`src/hdl/ant_pkg.sv`:
```
// Package for the aging node table: sizes, command and status codes, FSM states.
// No dependencies.
`default_nettype none
package ant_pkg;
  localparam int MaxRecords   = 16;
  localparam int MaxNeighbors = 16;
  localparam int RecW  = $clog2(MaxRecords);
  localparam int NbrW  = $clog2(MaxNeighbors);
  localparam int CntW  = $clog2(MaxRecords + 1);
  localparam int NcW   = $clog2(MaxNeighbors + 1);
  localparam int NbrAw = RecW + NbrW;

  localparam logic [1:0] CmdUpsert = 2'd0;
  localparam logic [1:0] CmdWrite  = 2'd1;
  localparam logic [1:0] CmdExpire = 2'd2;
  localparam logic [1:0] CmdRead   = 2'd3;

  localparam logic [2:0] StUpdated  = 3'd0;
  localparam logic [2:0] StInserted = 3'd1;
  localparam logic [2:0] StFull     = 3'd2;
  localparam logic [2:0] StBadIndex = 3'd3;
  localparam logic [2:0] StDone     = 3'd4;

  typedef enum logic [3:0] {
    S_IDLE, S_SEARCH, S_APPEND, S_CLEAR, S_SCAN, S_MOVE, S_READ, S_READ2, S_REPLY
  } state_e;

  // Controller to datapath commands.
  typedef struct packed {
    logic latch;      // capture the request
    logic idx_clr;    // clear walk index, kept count, nbr index
    logic idx_inc;    // advance the walk index
    logic nbr_inc;    // advance the neighbor index
    logic rd_meta;    // read record fields at walk index (or entry index)
    logic rd_sel_e;   // use entry index as read address
    logic wr_meta_new;// write vertex/count/stamp at target
    logic wr_nbr_clr; // clear neighbor at (target, nbr index)
    logic wr_nbr_req; // write neighbor of request
    logic mv_meta;    // copy meta from walk index to kept
    logic mv_nbr;     // copy read neighbor into kept row
    logic keep;       // record at walk index survives
    logic drop;       // record at walk index expires
    logic set_hit;    // upsert target is walk index minus one
    logic set_app;    // upsert target is append position
    logic fin_up;     // finish upsert
    logic fin_full;   // finish upsert on full table
    logic fin_exp;    // finish expire
    logic capture;    // capture read outputs
    logic emit;       // present result
  } ctl_t;

  typedef struct packed {
    logic [1:0] cmd;
    logic walk_end;   // walk index reached used count
    logic hit;        // vertex match on the record read last cycle
    logic full;
    logic expired;    // expiry test at walk index
    logic moving;     // kept differs from walk index
    logic nbr_last;   // neighbor index at last slot
    logic wr_ok;
    logic rd_ok;
  } sts_t;
endpackage
`default_nettype wire

```
`src/hdl/ant_ctrl.sv`:
```
// Controller state machine of the aging node table.
// Depends on ant_pkg.
`default_nettype none
module ant_ctrl (
  input  wire logic          clk_i,
  input  wire logic          rst_ni,
  input  wire logic          start,
  output logic               busy,
  input  wire ant_pkg::sts_t sts_i,
  output ant_pkg::ctl_t      ctl_o
);
  import ant_pkg::*;
  state_e state_q, state_d;

  always_ff @(posedge clk_i or negedge rst_ni) begin
    if (!rst_ni) state_q <= S_IDLE;
    else state_q <= state_d;
  end

  // Next state.
  always_comb begin
    state_d = state_q;
    case (state_q)
      S_IDLE: if (start) state_d = S_SEARCH;
      S_SEARCH: begin
        case (sts_i.cmd)
          CmdUpsert: begin
            if (sts_i.hit) state_d = S_REPLY;
            else if (sts_i.walk_end) state_d = sts_i.full ? S_REPLY : S_APPEND;
          end
          CmdWrite:  state_d = S_REPLY;
          CmdExpire: state_d = sts_i.walk_end ? S_REPLY : S_SCAN;
          default:   state_d = S_READ;
        endcase
      end
      S_APPEND: state_d = S_CLEAR;
      S_CLEAR:  if (sts_i.nbr_last) state_d = S_REPLY;
      S_SCAN: begin
        if (!sts_i.expired && sts_i.moving) state_d = S_MOVE;
        else state_d = S_SEARCH;
      end
      S_MOVE:  if (sts_i.nbr_last) state_d = S_SEARCH;
      S_READ:  state_d = S_READ2;
      S_READ2: state_d = S_REPLY;
      S_REPLY: state_d = S_IDLE;
      default: state_d = S_IDLE;
    endcase
  end

  // Outputs. In S_SEARCH for upsert the meta of walk index minus one was
  // read in the previous cycle, and the datapath compares it in this cycle.
  always_comb begin
    ctl_o = '0;
    busy  = (state_q != S_IDLE);
    case (state_q)
      S_IDLE: begin
        ctl_o.latch   = start;
        ctl_o.idx_clr = start;
      end
      S_SEARCH: begin
        case (sts_i.cmd)
          CmdUpsert: begin
            if (sts_i.hit) begin
              ctl_o.set_hit = 1'b1;
              ctl_o.wr_meta_new = 1'b1;
              ctl_o.fin_up = 1'b1;
            end else if (sts_i.walk_end) begin
              if (sts_i.full) ctl_o.fin_full = 1'b1;
              else ctl_o.set_app = 1'b1;
            end else begin
              ctl_o.rd_meta = 1'b1;
              ctl_o.idx_inc = 1'b1;
            end
          end
          CmdWrite: ctl_o.wr_nbr_req = sts_i.wr_ok;
          CmdExpire: begin
            if (sts_i.walk_end) ctl_o.fin_exp = 1'b1;
            else ctl_o.rd_meta = 1'b1;
          end
          default: begin
            ctl_o.rd_meta  = 1'b1;
            ctl_o.rd_sel_e = 1'b1;
          end
        endcase
      end
      S_APPEND: begin
        ctl_o.wr_meta_new = 1'b1;
        ctl_o.fin_up      = 1'b1;
      end
      S_CLEAR: begin
        ctl_o.wr_nbr_clr = 1'b1;
        ctl_o.nbr_inc    = 1'b1;
      end
      S_SCAN: begin
        ctl_o.keep    = !sts_i.expired;
        ctl_o.drop    = sts_i.expired;
        ctl_o.mv_meta = !sts_i.expired && sts_i.moving;
        ctl_o.idx_inc = sts_i.expired || !sts_i.moving;
      end
      S_MOVE: begin
        ctl_o.mv_nbr  = 1'b1;
        ctl_o.nbr_inc = 1'b1;
        ctl_o.idx_inc = sts_i.nbr_last;
      end
      // Hold the read address so the record is still on the read ports.
      S_READ:  ctl_o.rd_sel_e = 1'b1;
      S_READ2: ctl_o.capture = 1'b1;
      S_REPLY: ctl_o.emit = 1'b1;
      default: ctl_o = '0;
    endcase
  end
endmodule
`default_nettype wire

```
`config.mk`:
```
export PLATFORM = sky130hd
export DESIGN_NAME = ant_ctrl
export DESIGN_NICKNAME = d
export VERILOG_FILES = /design/src/hdl/ant_pkg.sv /design/src/hdl/ant_ctrl.sv
export SDC_FILE = /design/constraint.sdc
export NUM_CORES = 1
export LEC_CHECK = 0
export BUFFER_PORTS_ARGS = -buffer_cell sky130_fd_sc_hd__buf_2
export CORE_AREA = 2 2 39 41
export DETAILED_ROUTE_END_ITERATION = 12
export DIE_AREA = 0 0 41 43
export PLACE_DENSITY = 0.79
export SLEW_MARGIN = 20
export SYNTH_ARGS = -nofsm -noshare
export SYNTH_HDL_FRONTEND = slang
export SYNTH_SLANG_ARGS = --single-unit
```
`constraint.sdc`:
```
create_clock -name clk_i -period 2.1 [get_ports clk_i]
set_input_delay 0.315 -clock clk_i [delete_from_list [all_inputs] [get_ports clk_i]]
set_output_delay 0.315 -clock clk_i [all_outputs]
set_load 0.02 [all_outputs]
```
---- After elaboration in Yosys (flattened, before gate mapping) ----
Index checks and enable logic that the tools add are counted.
storage, ports and cells
  bits in registers ....................... 4
  logic and storage cells ................. 68
  output and inout port bits .............. 21
  input port bits ......................... 13
operators by class
  muxes and demuxes ....................... 43
  reduce and logical (&&, ||, !) cells .... 10
  equality and inequality tests ........... 14
operator list
  operator                                       number
  two-way mux 4 bit                              8
  case mux 4 bit (8 select lines)                1
  two-way mux 1 bit                              23
  == test 4 x 3 -> 1 bit, second input constant  4
  case mux 4 bit (3 select lines)                1
  == test 4 x 2 -> 1 bit, second input constant  2
  two-way mux 2 bit                              4
  != test 2 bit, second input constant           3
  case mux 1 bit (2 select lines)                3
  case mux 1 bit (3 select lines)                2
  == test 4 x 1 -> 1 bit, second input constant  1
  == test 4 bit, second input constant           1
  zero test 4 bit                                1
  != test 4 bit, second input constant           1
  AND reduction 4 bit                            1
  nonzero test 4 bit                             1
  two-way mux 3 bit                              1
  OR reduction 3 bit                             1
  == test 2 x 1 -> 1 bit, second input constant  1
  == test 2 bit, second input constant           1
  zero test 1 bit                                2
  zero test 2 bit                                1
  OR reduction 2 bit                             1
  logical AND 1 bit                              1
  logical OR 1 bit                               1

---- Depth between registers and ports, before layout ----
Gate-level depths: netlist (run 1).
  depth in word-level cells ............... 5
  mapped depth ............................ 6
  depth with buffers taken out ............ 4

---- Worst setup path before layout (run 1) ----
Ideal clock, no wire load.
  path type ............................... register to output
  start point ............................. register state_q[1]
  end point ............................... output port ctl_o[13] (netlist name)
  required time ........................... 1.785 ns
  cell stages (with the launch flop) ...... 7
  slack ................................... 0.065 ns
  arrival ................................. 1.720 ns
  path buffers ............................ 2
  cell sequence ........................... dfrtp_1 -> clkbuf_8 -> inv_1 -> nand3_1 -> nor4b_2 -> a21o_1 -> buf_4
RTL lines
  what                      RTL line        RTL
  start: declaration        ant_ctrl.sv:13  state_e state_q, state_d;
  start signal: assignment  ant_ctrl.sv:17  else state_q <= state_d;
  end: declaration          ant_ctrl.sv:10  output ant_pkg::ctl_t ctl_o

==> results of run 1 <==
==> cells in the mapped netlist, drive strengths merged, types with 2 or more instances <==
library cell / instances
nand2: 8
a21oi: 5
nand2b: 5
nor4b: 4
dfrtp: 4
o21ai: 4
inv: 2
nor4: 2
nor2: 15
nor3: 4
nand3: 3
clkbuf: 3
and3: 2
buf: 4
==> cells in the final DEF, fill, tap and decap left out <==
cell type / n
dfrtp_1: 2
o21ai_0: 4
inv_1: 2
nor2_4: 1
nor4b_1: 2
nor4b_4: 1
nor2_1: 13
nand2b_1: 5
nor4_1: 2
nor2_2: 1
dfrtp_2: 2
nor2b_1: 1
nand3_1: 3
clkbuf_4: 3
nor4b_2: 1
and3_1: 2
and4_1: 1
nor3_1: 4
nand2_1: 8
o221ai_2: 1
nand3b_1: 1
a21oi_1: 5
buf_2: 32
and2_1: 1
o21bai_1: 1
xor2_1: 1
a211oi_2: 1
mux2_4: 1
and2b_4: 1
a21o_1: 1
dlygate4sd3_1: 1
==> cell families after synthesis <==
logic type      share of synthesized area [%]
xor+xnor                                1.525
compound gates                          15.25
flops                                   17.43
mux                                     2.614
buf+inv                                 13.94
simple gates                            49.24
==> timing repair <==
| item | CTS | global route |
|---|---|---|
| setup endpoints to repair | 0 | 2 |
| endpoints found under the hold margin | 4 | 0 |
| resized for setup | 0 | 2 |
| hold buffers | 1 | 0 |
==> per-stage QoR <==
step | worst slack (ns) | hold WS (ns) | power, uW | util (%)
2_1_floorplan | 0.06465 | 0.01941 | 788.5 | -
3_3_place_gp | 0.3757 | 0.1189 | 857.8 | 49.28
5_1_grt | 0.006393 | 0.4457 | 1053 | 51.81
6_report | 0.1247 | 0.4055 | 970.3 | 51.81
4_1_cts | 0.09419 | 0.4079 | 968.6 | 51.63
3_5_place_dp | 0.3533 | 0.1218 | 873.0 | 49.28
==> critical path, cell delays in order, from the launching register on <==
cell and delay [ns]:
dfrtp_1 0.54, inv_1 0.17, nand3_1 0.14, nor4b_2 0.28, a21o_1 0.13, buf_2 0.16
==> worst max-delay path by stage <==
stage | cells after the start | startpoint | slack, ns | to
finish | 5 | state_q[1]$_DFFE_PN0P_ | 0.12 | ctl_o[13]
global route | 5 | state_q[1]$_DFFE_PN0P_ | 0.006 | ctl_o[13]
floorplan | 6 | state_q[1]$_DFFE_PN0P_ | 0.06 | ctl_o[13]
global placement | 5 | state_q[3]$_DFFE_PN0P_ | 0.38 | ctl_o[4]
CTS | 5 | state_q[3]$_DFFE_PN0P_ | 0.09 | ctl_o[13]
detailed placement | 5 | state_q[3]$_DFFE_PN0P_ | 0.35 | ctl_o[13]
==> power by group through the flow <==
stage | Sequential [uW] | Combinational, uW | Clock, uW
floorplan | 141 | 647 | 0
global placement | 235 | 623 | 0
detailed placement | 236 | 637 | 0
CTS | 234 | 639 | 95.4
global route | 245 | 701 | 106
finish | 239 | 635 | 96.3
==> routing by layer <==
layer | up-vias | global-route usage [%]
met5 | - | 0
met4 | 0 | 8.000
met3 | 2 | 1.571
met2 | 23 | 27.19
met1 | 286 | 21.61
li1 | 323 | -
==> cell type report <==
| class | instances | area, sq um | share of cell area, % |
|---|---|---|---|
| inverters | 2 | 7.507 | 1.047 |
| repair buffers | 33 | 170.2 | 23.73 |
| well taps | 16 | 20.02 | 2.792 |
| multi-input cells | 63 | 394.1 | 54.97 |
| flip-flops and latches | 4 | 102.6 | 14.31 |
| clock buffers | 3 | 22.52 | 3.141 |
==> implementation parameters, run 1 <==
Parameter                              Value

STA
  Maximum achievable frequency    approximately 500 MHz
  Setup skew after layout    0.004659 ns
  Headroom to the max-slew limit    approximately 70%
  Number of failing hold endpoints at the final stage    0
  Final-layout setup total negative slack    0 ns
  Setup repair after global routing missed its margin    no
  Worst Tran Pin Value    0.4708 ns
  Max Slew Vio Count    0
  Final setup vio count    0
  Min cycle time layout    1.975 ns
  Ratio of final minimum period to clock period    between 90 and 100%

Place
  GPL Wtd Cong    0.8002
  Cells after DPL    117
  Post-detail-place hpwl    1.084 mm
  Input/output buffers    32
  Instance area at placement    roughly 700 sq um

Drt
  1st-pass router iterations    4
  Average detailed-routed wire length per instance    11.12 um
  Met2 wire length    approximately 650 um
  Number of vias in the routed layout    634
  Highest metal used    met4
  Count of routing violations after the opening detailed-route iteration    11
  DR DRC count    0
  Antenna Nets Post-Route    0
  Final routed wirelength across all metal layers    1.345 mm
  Sum of met3 wire segment lengths after detailed routing    about 86 um
  Post-detailed-route via-to-cell ratio    5.240
  Metal1 wirelength    599 um

Clock tree
  Maximum level of the CTS H-tree    1
  Clk slew on worst S/H paths    around 0.040 ns
  Later-pin clock latency in the skew report    0.24 ns
  Post-CTS setup-driven buffer insertion count    0
  Clock root buffer master    clkbuf_4
  Number of clock sinks    4
  Max Root-Sink Buffers    2
  Number of CTS-inserted buffers    3
  TritonCTS clock tree    built

Logic synthesis
  Leading cell types by total area after synthesis    dfrtp_1 (17%), nor2_1 (8.5%), clkbuf_8 (7.2%)
  Post-synthesis instance area    574.3 sq um
  Mapped Nets    89
  Share of synthesized area occupied by flip-flops and latches    approximately 17%
  Count of flip-flops with a built-in enable after synthesis    0
  Top cell type by total area after synthesis    dfrtp_1
  Number of cells produced by synthesis    76
  Area share of the largest cell type after synthesis    about 17%
  Mean cell area of the mapped netlist    7.557 sq um
  Number of warnings printed during yosys synthesis    0
  Synth unique cells    31
  Most common flop cell mapped by yosys    dfrtp_1
  Share of flip-flops with an asynchronous set or reset after synthesis    between 90% and 100%
  Number of flip-flops and latches in the synthesized netlist    4

Cells and area
  Proportion of layout cells with a drive suffix above 1    42.86%
  Count of nets after finishing    120
  Post-route insts no fill    121
  Number of inserted filler cells in the final layout    148
  Top register by number of flip-flops    state_q
  Area growth from synthesis to final layout    24.84%
  Regs by FF count    state_q x4
  Flip-flop count of the largest register, all copies and words added    4
  Number of diodes added for antenna fixing    0
  Finished layout cell area    716.9 sq um

Power
  P_leak    0.0003827 uW
  Net switching fraction of the power    54.04%
  Internal power    between 400 and 500 uW
  Maximum vdd ir drop    0.0004756 V
  Part of the total power dissipated in the clock network    9.9%
  Power share of the sequential group    24.6%
  Cell area power density    1353 nW/um^2
  Switching power summed over all nets    524.3 uW
  Portion of total power attributed to combinational logic    65.4%

Floorplanning
  Total Die Area    1763 sq um
  Area of the placeable core    1384 sq um
  Number of primary I/O pins    34
  Placement Rows    14
  Floorplan die height    about 43 um
  Starting density of the core    41.50%
  Chip Width    41 um

Global route
  Maximum number of pins on one net before global-route repair    14
  Initial antenna violation count    0
  Vias in the first global route    550
  GRT Total Usage    between 10% and 20%
  Remaining global-route overflow    0
  Wire length of the first global-routing pass    ~2.2 mm

Worst setup path
  Worst r2r path cells    4
  Class of the most critical setup path    reg2out
  Required time reported for the critical path endpoint    1.78 ns
  Largest fanout of any net on the critical path    13
  Signal arrival time at the worst endpoint    1.66 ns
  Worst reg2reg setup slack    around 0.43 ns
  Startpoint of the most critical register-to-register path    state_q[1]$_DFFE_PN0P_
  Worst R2R End    state_q[1]$_DFFE_PN0P_
  Startpoint Class    flip-flop
  Nature of the critical path endpoint    output pin

Run status
  Run status    finished, final reports clean

Run
  Number of max-cap violations    0

Hold path
  Min-delay worst type    in2async
Power figures use the tool's default switching activity.
==> run 2, diff against run 1 <==
--- a/constraint.sdc
+++ b/constraint.sdc
@@ -3,2 +3,2 @@
 set_output_delay 0.315 -clock clk_i [all_outputs]
-set_load 0.02 [all_outputs]
+set_load 0.01 [all_outputs]
==> implementation parameters, run 2 (same netlist as run 1, synthesis figures left out) <==
Parameter                              Value

Floorplanning
  Floorplan die height    43 um (unchanged)
  Starting density of the core    41.50% (unchanged)
  Chip Width    41 um (unchanged)
  Area of the placeable core    1384 sq um (unchanged)
  Number of primary I/O pins    34 (unchanged)
  Placement Rows    14 (unchanged)
  Total Die Area    1763 sq um (unchanged)

Cells and area
  Top register by number of flip-flops    state_q
  Flip-flop count of the largest register, all copies and words added    4 (unchanged)
  Proportion of layout cells with a drive suffix above 1    42.86% (unchanged)
  Number of diodes added for antenna fixing    0 (unchanged)
  Most common cell after layout, fill and taps aside    buf_2
  Regs by FF count    state_q x4
  Top library cells by usage in the layout, fill and taps aside    buf_2 (32), nor2_1 (13), nand2_1 (8)
  Area growth from synthesis to final layout    24.84% (unchanged)
  Count of nets after finishing    120 (unchanged)

Clock tree
  Maximum level of the CTS H-tree    1 (unchanged)
  Number of clock sinks    4 (unchanged)
  Clk slew on worst S/H paths    0.04 ns (about the same)
  Max Root-Sink Buffers    2 (unchanged)
  Later-pin clock latency in the skew report    0.23 ns (about the same)
  Number of CTS-inserted buffers    3 (unchanged)
  TritonCTS clock tree    built
  Clock root buffer master    clkbuf_4

Global route
  Maximum number of pins on one net before global-route repair    14 (unchanged)
  Vias in the first global route    563 (+2.4%)
  GRT Total Usage    17.19% (+0.20 points)
  Wire length of the first global-routing pass    2.173 mm (+0.65%)
  Remaining global-route overflow    0 (unchanged)
  Initial antenna violation count    0 (unchanged)

Power
  Cell area power density    1239 nW/um^2 (-8.5%)
  Overall power of the completed layout    888.2 uW (-8.5%)
  Switching power summed over all nets    443.6 uW (-15%)
  Net switching fraction of the power    49.94% (-4.1 points)
  Power share of the sequential group    26.9% (+2.3 points)
  P_leak    0.0003827 uW (unchanged)
  Internal power    444.7 uW (-0.29%)
  Portion of total power attributed to combinational logic    62.6% (-2.8 points)
  Part of the total power dissipated in the clock network    10.5% (+0.6 points)
  Maximum vdd ir drop    0.0004431 V (-6.8%)

Worst setup path
  Class of the most critical setup path    reg2out
  Largest fanout of any net on the critical path    13 (unchanged)
  Worst reg2reg setup slack    0.43 ns (about the same)
  Worst setup path end    ctl_o[13]
  Nature of the critical path endpoint    output pin
  Startpoint Class    flip-flop
  Worst r2r path cells    4 (unchanged)
  Worst R2R End    state_q[1]$_DFFE_PN0P_
  Signal arrival time at the worst endpoint    1.62 ns (-0.04 ns)
  Startpoint of the most critical register-to-register path    state_q[1]$_DFFE_PN0P_
  Required time reported for the critical path endpoint    1.78 ns (about the same)
  Critical Path Start    state_q[1]$_DFFE_PN0P_

STA
  Maximum achievable frequency    516.4 MHz (+2.0%)
  Min cycle time layout    1.936 ns (-0.03897 ns)
  Max Slew Vio Count    0 (unchanged)
  Final-layout setup total negative slack    0 ns (unchanged)
  Number of failing hold endpoints at the final stage    0 (unchanged)
  Headroom to the max-slew limit    68.98% (+0.37 points)
  Fin worst setup slack    0.1637 ns (+0.03897 ns)
  Setup repair after global routing missed its margin    no
  Ratio of final minimum period to clock period    92.20% (-1.9 points)
  Final setup vio count    0 (unchanged)
  Setup skew after layout    0.005877 ns (+0.001218 ns)
  Worst Tran Pin Value    0.4653 ns (-0.005543 ns)

Drt
  Count of routing violations after the opening detailed-route iteration    14 (+3)
  Average detailed-routed wire length per instance    11.21 um (+0.82%)
  DR DRC count    0 (unchanged)
  Final routed wirelength across all metal layers    1.356 mm (+0.82%)
  Post-detailed-route via-to-cell ratio    5.430 (+3.6%)
  Antenna Nets Post-Route    0 (unchanged)
  Number of vias in the routed layout    657 (+3.6%)
  1st-pass router iterations    4 (unchanged)

Place
  GPL Wtd Cong    0.8002 (unchanged)
  Pre-CTS setup slack    0.3820 ns (+0.02868 ns)
  Input/output buffers    32 (unchanged)
  Post-detail-place hpwl    1.074 mm (-0.90%)

Hold path
  Min-delay worst type    in2async

Run
  Number of max-cap violations    0 (unchanged)

Run status
  Run status    finished, final reports clean
## run 2: cell counts in the layout (fill, tap and decap cells not counted)
Identical to the previous run, type by type.
## run 2: repair_timing
| action | 4_1_cts | 5_1_grt |
|---|---|---|
| setup endpoints to repair | 0 | 2 |
| hold buffers | 1 | 0 |
| buffers inserted | 0 | 0 |
| endpoints found under the hold margin | 4 | 0 |
| resized for setup | 0 | 2 |
## run 2: worst min path at each step
stage          depth (start not counted)                      to  slack [ns]
2_1_floorplan                          0  state_q[0]$_DFFE_PN0P_        0.02
4_1_cts                                2  state_q[1]$_DFFE_PN0P_        0.42
3_3_place_gp                           1  state_q[2]$_DFFE_PN0P_        0.12
3_5_place_dp                           1  state_q[1]$_DFFE_PN0P_        0.12
5_1_grt                                2  state_q[0]$_DFFE_PN0P_        0.43
6_report                               2  state_q[1]$_DFFE_PN0P_        0.41
## run 2: final cells by class
type                    instances  area (sq um)
fillers                       137         666.9
multi-input cells              63         394.1
repair buffers                 33         170.2
flip-flops and latches          4         102.6
clock buffers                   3         22.52
well taps                      16         20.02
inverters                       2         7.507
## run 2: critical path, cell delays in order (launching register included)
cell and delay, ns:
dfrtp_1 0.54, inv_1 0.16, nand3_1 0.15, nor4b_2 0.28, a21o_1 0.13, buf_2 0.13
## run 2: per-stage QoR
| stage | utilization [%] | hold WS (ns) | instance area [sq um] | instances |
|---|---|---|---|---|
| 6_report | 51.81 | 0.4131 | 716.9 | 121 |
| 2_1_floorplan | - | 0.01941 | 574.3 | 76 |
| 3_3_place_gp | 49.28 | 0.1190 | 681.9 | 117 |
| 4_1_cts | 51.63 | 0.4152 | 714.4 | 121 |
| 5_1_grt | 51.81 | 0.4336 | 716.9 | 121 |
| 3_5_place_dp | 49.28 | 0.1204 | 681.9 | 117 |
## run 2: layer usage
layer,vias up,GRT usage [%],routed length [um]
met5,-,0,0
met3,2,2.618,106
met1,295,22.26,567
met4,0,9.333,14
met2,34,25.94,667
li1,326,-,-
## run 2: power groups by stage
stage | Clock, uW | Sequential, uW | Combinational [uW]
4_1_cts | 95.7 | 233 | 559
5_1_grt | 107 | 247 | 625
3_3_place_gp | 0 | 235 | 542
3_5_place_dp | 0 | 235 | 556
2_1_floorplan | 0 | 141 | 567
6_report | 93.3 | 239 | 556
==> run 3, diff against run 2 <==
Settings changed: ABC_AREA set to 1, PLACE_DENSITY 0.79 to 0.74.
==> implementation parameters, run 3 <==
Parameter                              Value

Clock tree
  Number of clock sinks    4 (unchanged)
  Clk slew on worst S/H paths    0.04 ns (about the same)
  TritonCTS clock tree    built
  Clock root buffer master    clkbuf_4
  Number of CTS-inserted buffers    3 (unchanged)
  # resized after CTS    0 (unchanged)
  Post-CTS setup-driven buffer insertion count    0 (unchanged)
  Later-pin clock latency in the skew report    0.24 ns (about the same)
  Max Root-Sink Buffers    2 (unchanged)
  Number of buffers inserted for hold repair after clock tree synthesis    1 (unchanged)
  Maximum level of the CTS H-tree    1 (unchanged)

Logic synthesis
  Number of warnings printed during yosys synthesis    0 (unchanged)
  Area share of the largest cell type after synthesis    19.75% (+2.3 points)
  Share of synthesized area occupied by flip-flops and latches    19.75% (+2.3 points)
  Mean cell area of the mapped netlist    5.962 sq um (-21%)
  Synth unique cells    18 (-42%)
  Number of flip-flops and latches in the synthesized netlist    4 (unchanged)
  Largest family of logic cells by synthesized area    simple AND/OR/NAND/NOR gates
  Top cells by instance count after synthesis    nand2_1 (20), inv_1 (14), nor2_1 (11)
  Mapped Nets    98 (+10%)
  Post-synthesis instance area    506.7 sq um (-12%)
  Share of flip-flops with an asynchronous set or reset after synthesis    100.0% (unchanged)
  Post-synthesis compound-gate area fraction    7.160% (-8.1 points)
  Number of cells produced by synthesis    85 (+12%)
  Most common flop cell mapped by yosys    dfrtp_1
  Multiplexer area fraction after synthesis    0% (-2.6 points)
  Leading cell types by total area after synthesis    dfrtp_1 (20%), nand2_1 (15%), inv_1 (10%)
  Count of flip-flops with a built-in enable after synthesis    0 (unchanged)
  Most frequently used cell type in the post-synthesis netlist    nand2_1
  Basic-gate share of the synthesized area counting and, or, nand and nor cells    56.79% (+7.6 points)
  Adder-cell share of the synthesized area    0% (unchanged)
  Xor/xnor cell area share of the yosys netlist    0% (-1.5 points)
  Top cell type by total area after synthesis    dfrtp_1

Cells and area
  Number of diodes added for antenna fixing    0 (unchanged)
  Flip-flop count of the largest register, all copies and words added    4 (unchanged)
  Finished layout cell area    704.4 sq um (-1.7%)
  FF+latch area    100.1 sq um (-2.4%)
  Top library cells by usage in the layout, fill and taps aside    buf_2 (32), nand2_1 (20), inv_1 (14)
  Proportion of layout cells with a drive suffix above 1    42.02% (-0.84 points)
  Count of nets after finishing    134 (+12%)
  Most common cell after layout, fill and taps aside    buf_2
  Regs by FF count    state_q x4
  Top register by number of flip-flops    state_q
  Number of inserted filler cells in the final layout    153 (+12%)
  Total area of multi-input combinational cells    324.1 sq um (-18%)
  Area growth from synthesis to final layout    39.01%

Worst setup path
  Required time reported for the critical path endpoint    1.78 ns (about the same)
  Signal arrival time at the worst endpoint    1.46 ns (-0.16 ns)
  Chain of cells forming the critical path    nor2_4 > nand3_2 > nor2_2 > inv_1 > o211ai_1 > buf_2
  Critical path's top delay family    simple AND/OR/NAND/NOR gates
  Startpoint Class    flip-flop
  Nature of the critical path endpoint    output pin
  Class of the most critical setup path    reg2out
  Library cell contributing the largest single delay on the critical path    dfrtp_1
  Largest fanout of any net on the critical path    5 (-8)
  Critical Path Max Stage Delay    0.43 ns (-0.11 ns)
  Critical path buffers and inverters    2 (unchanged)

Drt
  Final routed wirelength across all metal layers    1.311 mm (-3.3%)
  Antenna Nets Post-Route    0 (unchanged)
  Post-detailed-route via-to-cell ratio    4.696 (-14%)
  Average detailed-routed wire length per instance    9.711 um (-13%)
  1st-pass router iterations    4 (unchanged)
  DR DRC count    0 (unchanged)
  Count of routing violations after the opening detailed-route iteration    19 (+5)
  Number of vias in the routed layout    634 (-3.5%)

Hold path
  Min-delay worst type    in2reg

Floorplanning
  Chip Width    41 um (unchanged)
  Total Die Area    1763 sq um (unchanged)
  Placement Rows    14 (unchanged)
  Floorplan die height    43 um (unchanged)
  Starting density of the core    36.62% (-4.9 points)
  Area of the placeable core    1384 sq um (unchanged)
  Number of primary I/O pins    34 (unchanged)

Global route
  Vias in the first global route    573 (+1.8%)
  Initial antenna violation count    0 (unchanged)
  Maximum number of pins on one net before global-route repair    7 (-7)
  Remaining global-route overflow    0 (unchanged)
  GRT Total Usage    17.05% (-0.13 points)
  Wire length of the first global-routing pass    2.139 mm (-1.6%)

STA
  Worst Tran Pin Value    0.2363 ns (-0.2290 ns)
  Number of failing hold endpoints at the final stage    0 (unchanged)
  Max Slew Vio Count    0 (unchanged)
  Min cycle time layout    1.771 ns (-0.1649 ns)
  Ratio of final minimum period to clock period    84.35% (-7.9 points)
  Maximum achievable frequency    564.5 MHz (+9.3%)
  Final-layout setup total negative slack    0 ns (unchanged)
  Setup repair after global routing missed its margin    no
  Setup skew after layout    0.0003217 ns (-0.005556 ns)
  Headroom to the max-slew limit    84.11% (+15 points)
  Final setup vio count    0 (unchanged)

Power
  Cell area power density    1195 nW/um^2 (-3.5%)
  P_leak    0.0004611 uW (+20%)
  Maximum vdd ir drop    0.0004704 V (+6.2%)

Place
  GPL Wtd Cong    0.7700 (-3.8%)
  Post-detail-place hpwl    1.103 mm (+2.7%)
  Instance area at placement    671.9 sq um (-1.5%)
  Input/output buffers    32 (unchanged)

Run status
  Run status    finished, final reports clean

Run
  Number of max-cap violations    0 (unchanged)
## run 3: cell types whose count changed after synthesis, sizes merged, moves of 3 or more
cell    change
a21oi       -5
clkbuf      -3
inv        +16
nand2      +16
nand2b      -5
nand3       +8
nor4b       -4
o21ai       -3
## run 3: cell families after synthesis
| kind of cell | Yosys count |
|---|---|
| flops | 4 |
| buf+inv | 20 |
| compound gates | 5 |
| simple gates | 56 |
## run 3: worst reg2reg max path: cells and delay by family, from the launching register on
family | cells | cell delay, ns
DFF | 1 | 0.43
and+or+nand+nor | 6 | 0.68
## run 3: per-layer routing
metal  part of all wire (%)  wire length, um  GRT usage, %  vias to the layer above
met5                      0                0             0                        -
met4                   0.92               12         8.000                        0
met3                    6.3               82         1.571                        2
met2                     49              640         28.75                       21
met1                     44              577         20.19                      274
li1                       -                -             -                      337
## run 3: stage by stage
step                hold slack, ns  std cells  worst slack, ns  utilization (%)  power, uW
floorplan                  0.01941         85           0.4781                -      587.0
global placement            0.1235        131           0.5887            48.55      737.1
detailed placement          0.1267        131           0.5760            48.55      743.7
CTS                         0.3458        135           0.3154            50.90      846.8
global route                0.3703        135           0.1999            50.90      919.6
finish                      0.3512        135           0.3286            50.90      842.0
## run 3: final timing paths
check	from	end	slack, ns	depth (start not counted)
setup / recovery	state_q[2]$_DFFE_PN0P_	ctl_o[17]	0.33	6
hold / removal	sts_i[2]	state_q[2]$_DFFE_PN0P_	0.35	2
setup reg to reg	state_q[2]$_DFFE_PN0P_	state_q[1]$_DFFE_PN0P_	0.89	6
hold reg to reg	state_q[0]$_DFFE_PN0P_	state_q[0]$_DFFE_PN0P_	0.63	3
max in group asynchronous	rst_ni	state_q[3]$_DFFE_PN0P_	1.57	2
min in group asynchronous	rst_ni	state_q[1]$_DFFE_PN0P_	0.41	2
## run 3: where the power goes
| group | switching (uW) | internal, uW | total [uW] |
|---|---|---|---|
| sequential | 49.5 | 113 | 162 |
| combinational | 376 | 208 | 583 |
| clock | 32.4 | 64.0 | 96.4 |
## run 3: area by class of cell
type                       count  area share (%)
tap                           16           2.842
sequential                     4           14.21
inverter                      18           9.591
multi-input combinational     61           46.00
clock buffer                   3           3.197
timing repair buffer          33           24.16
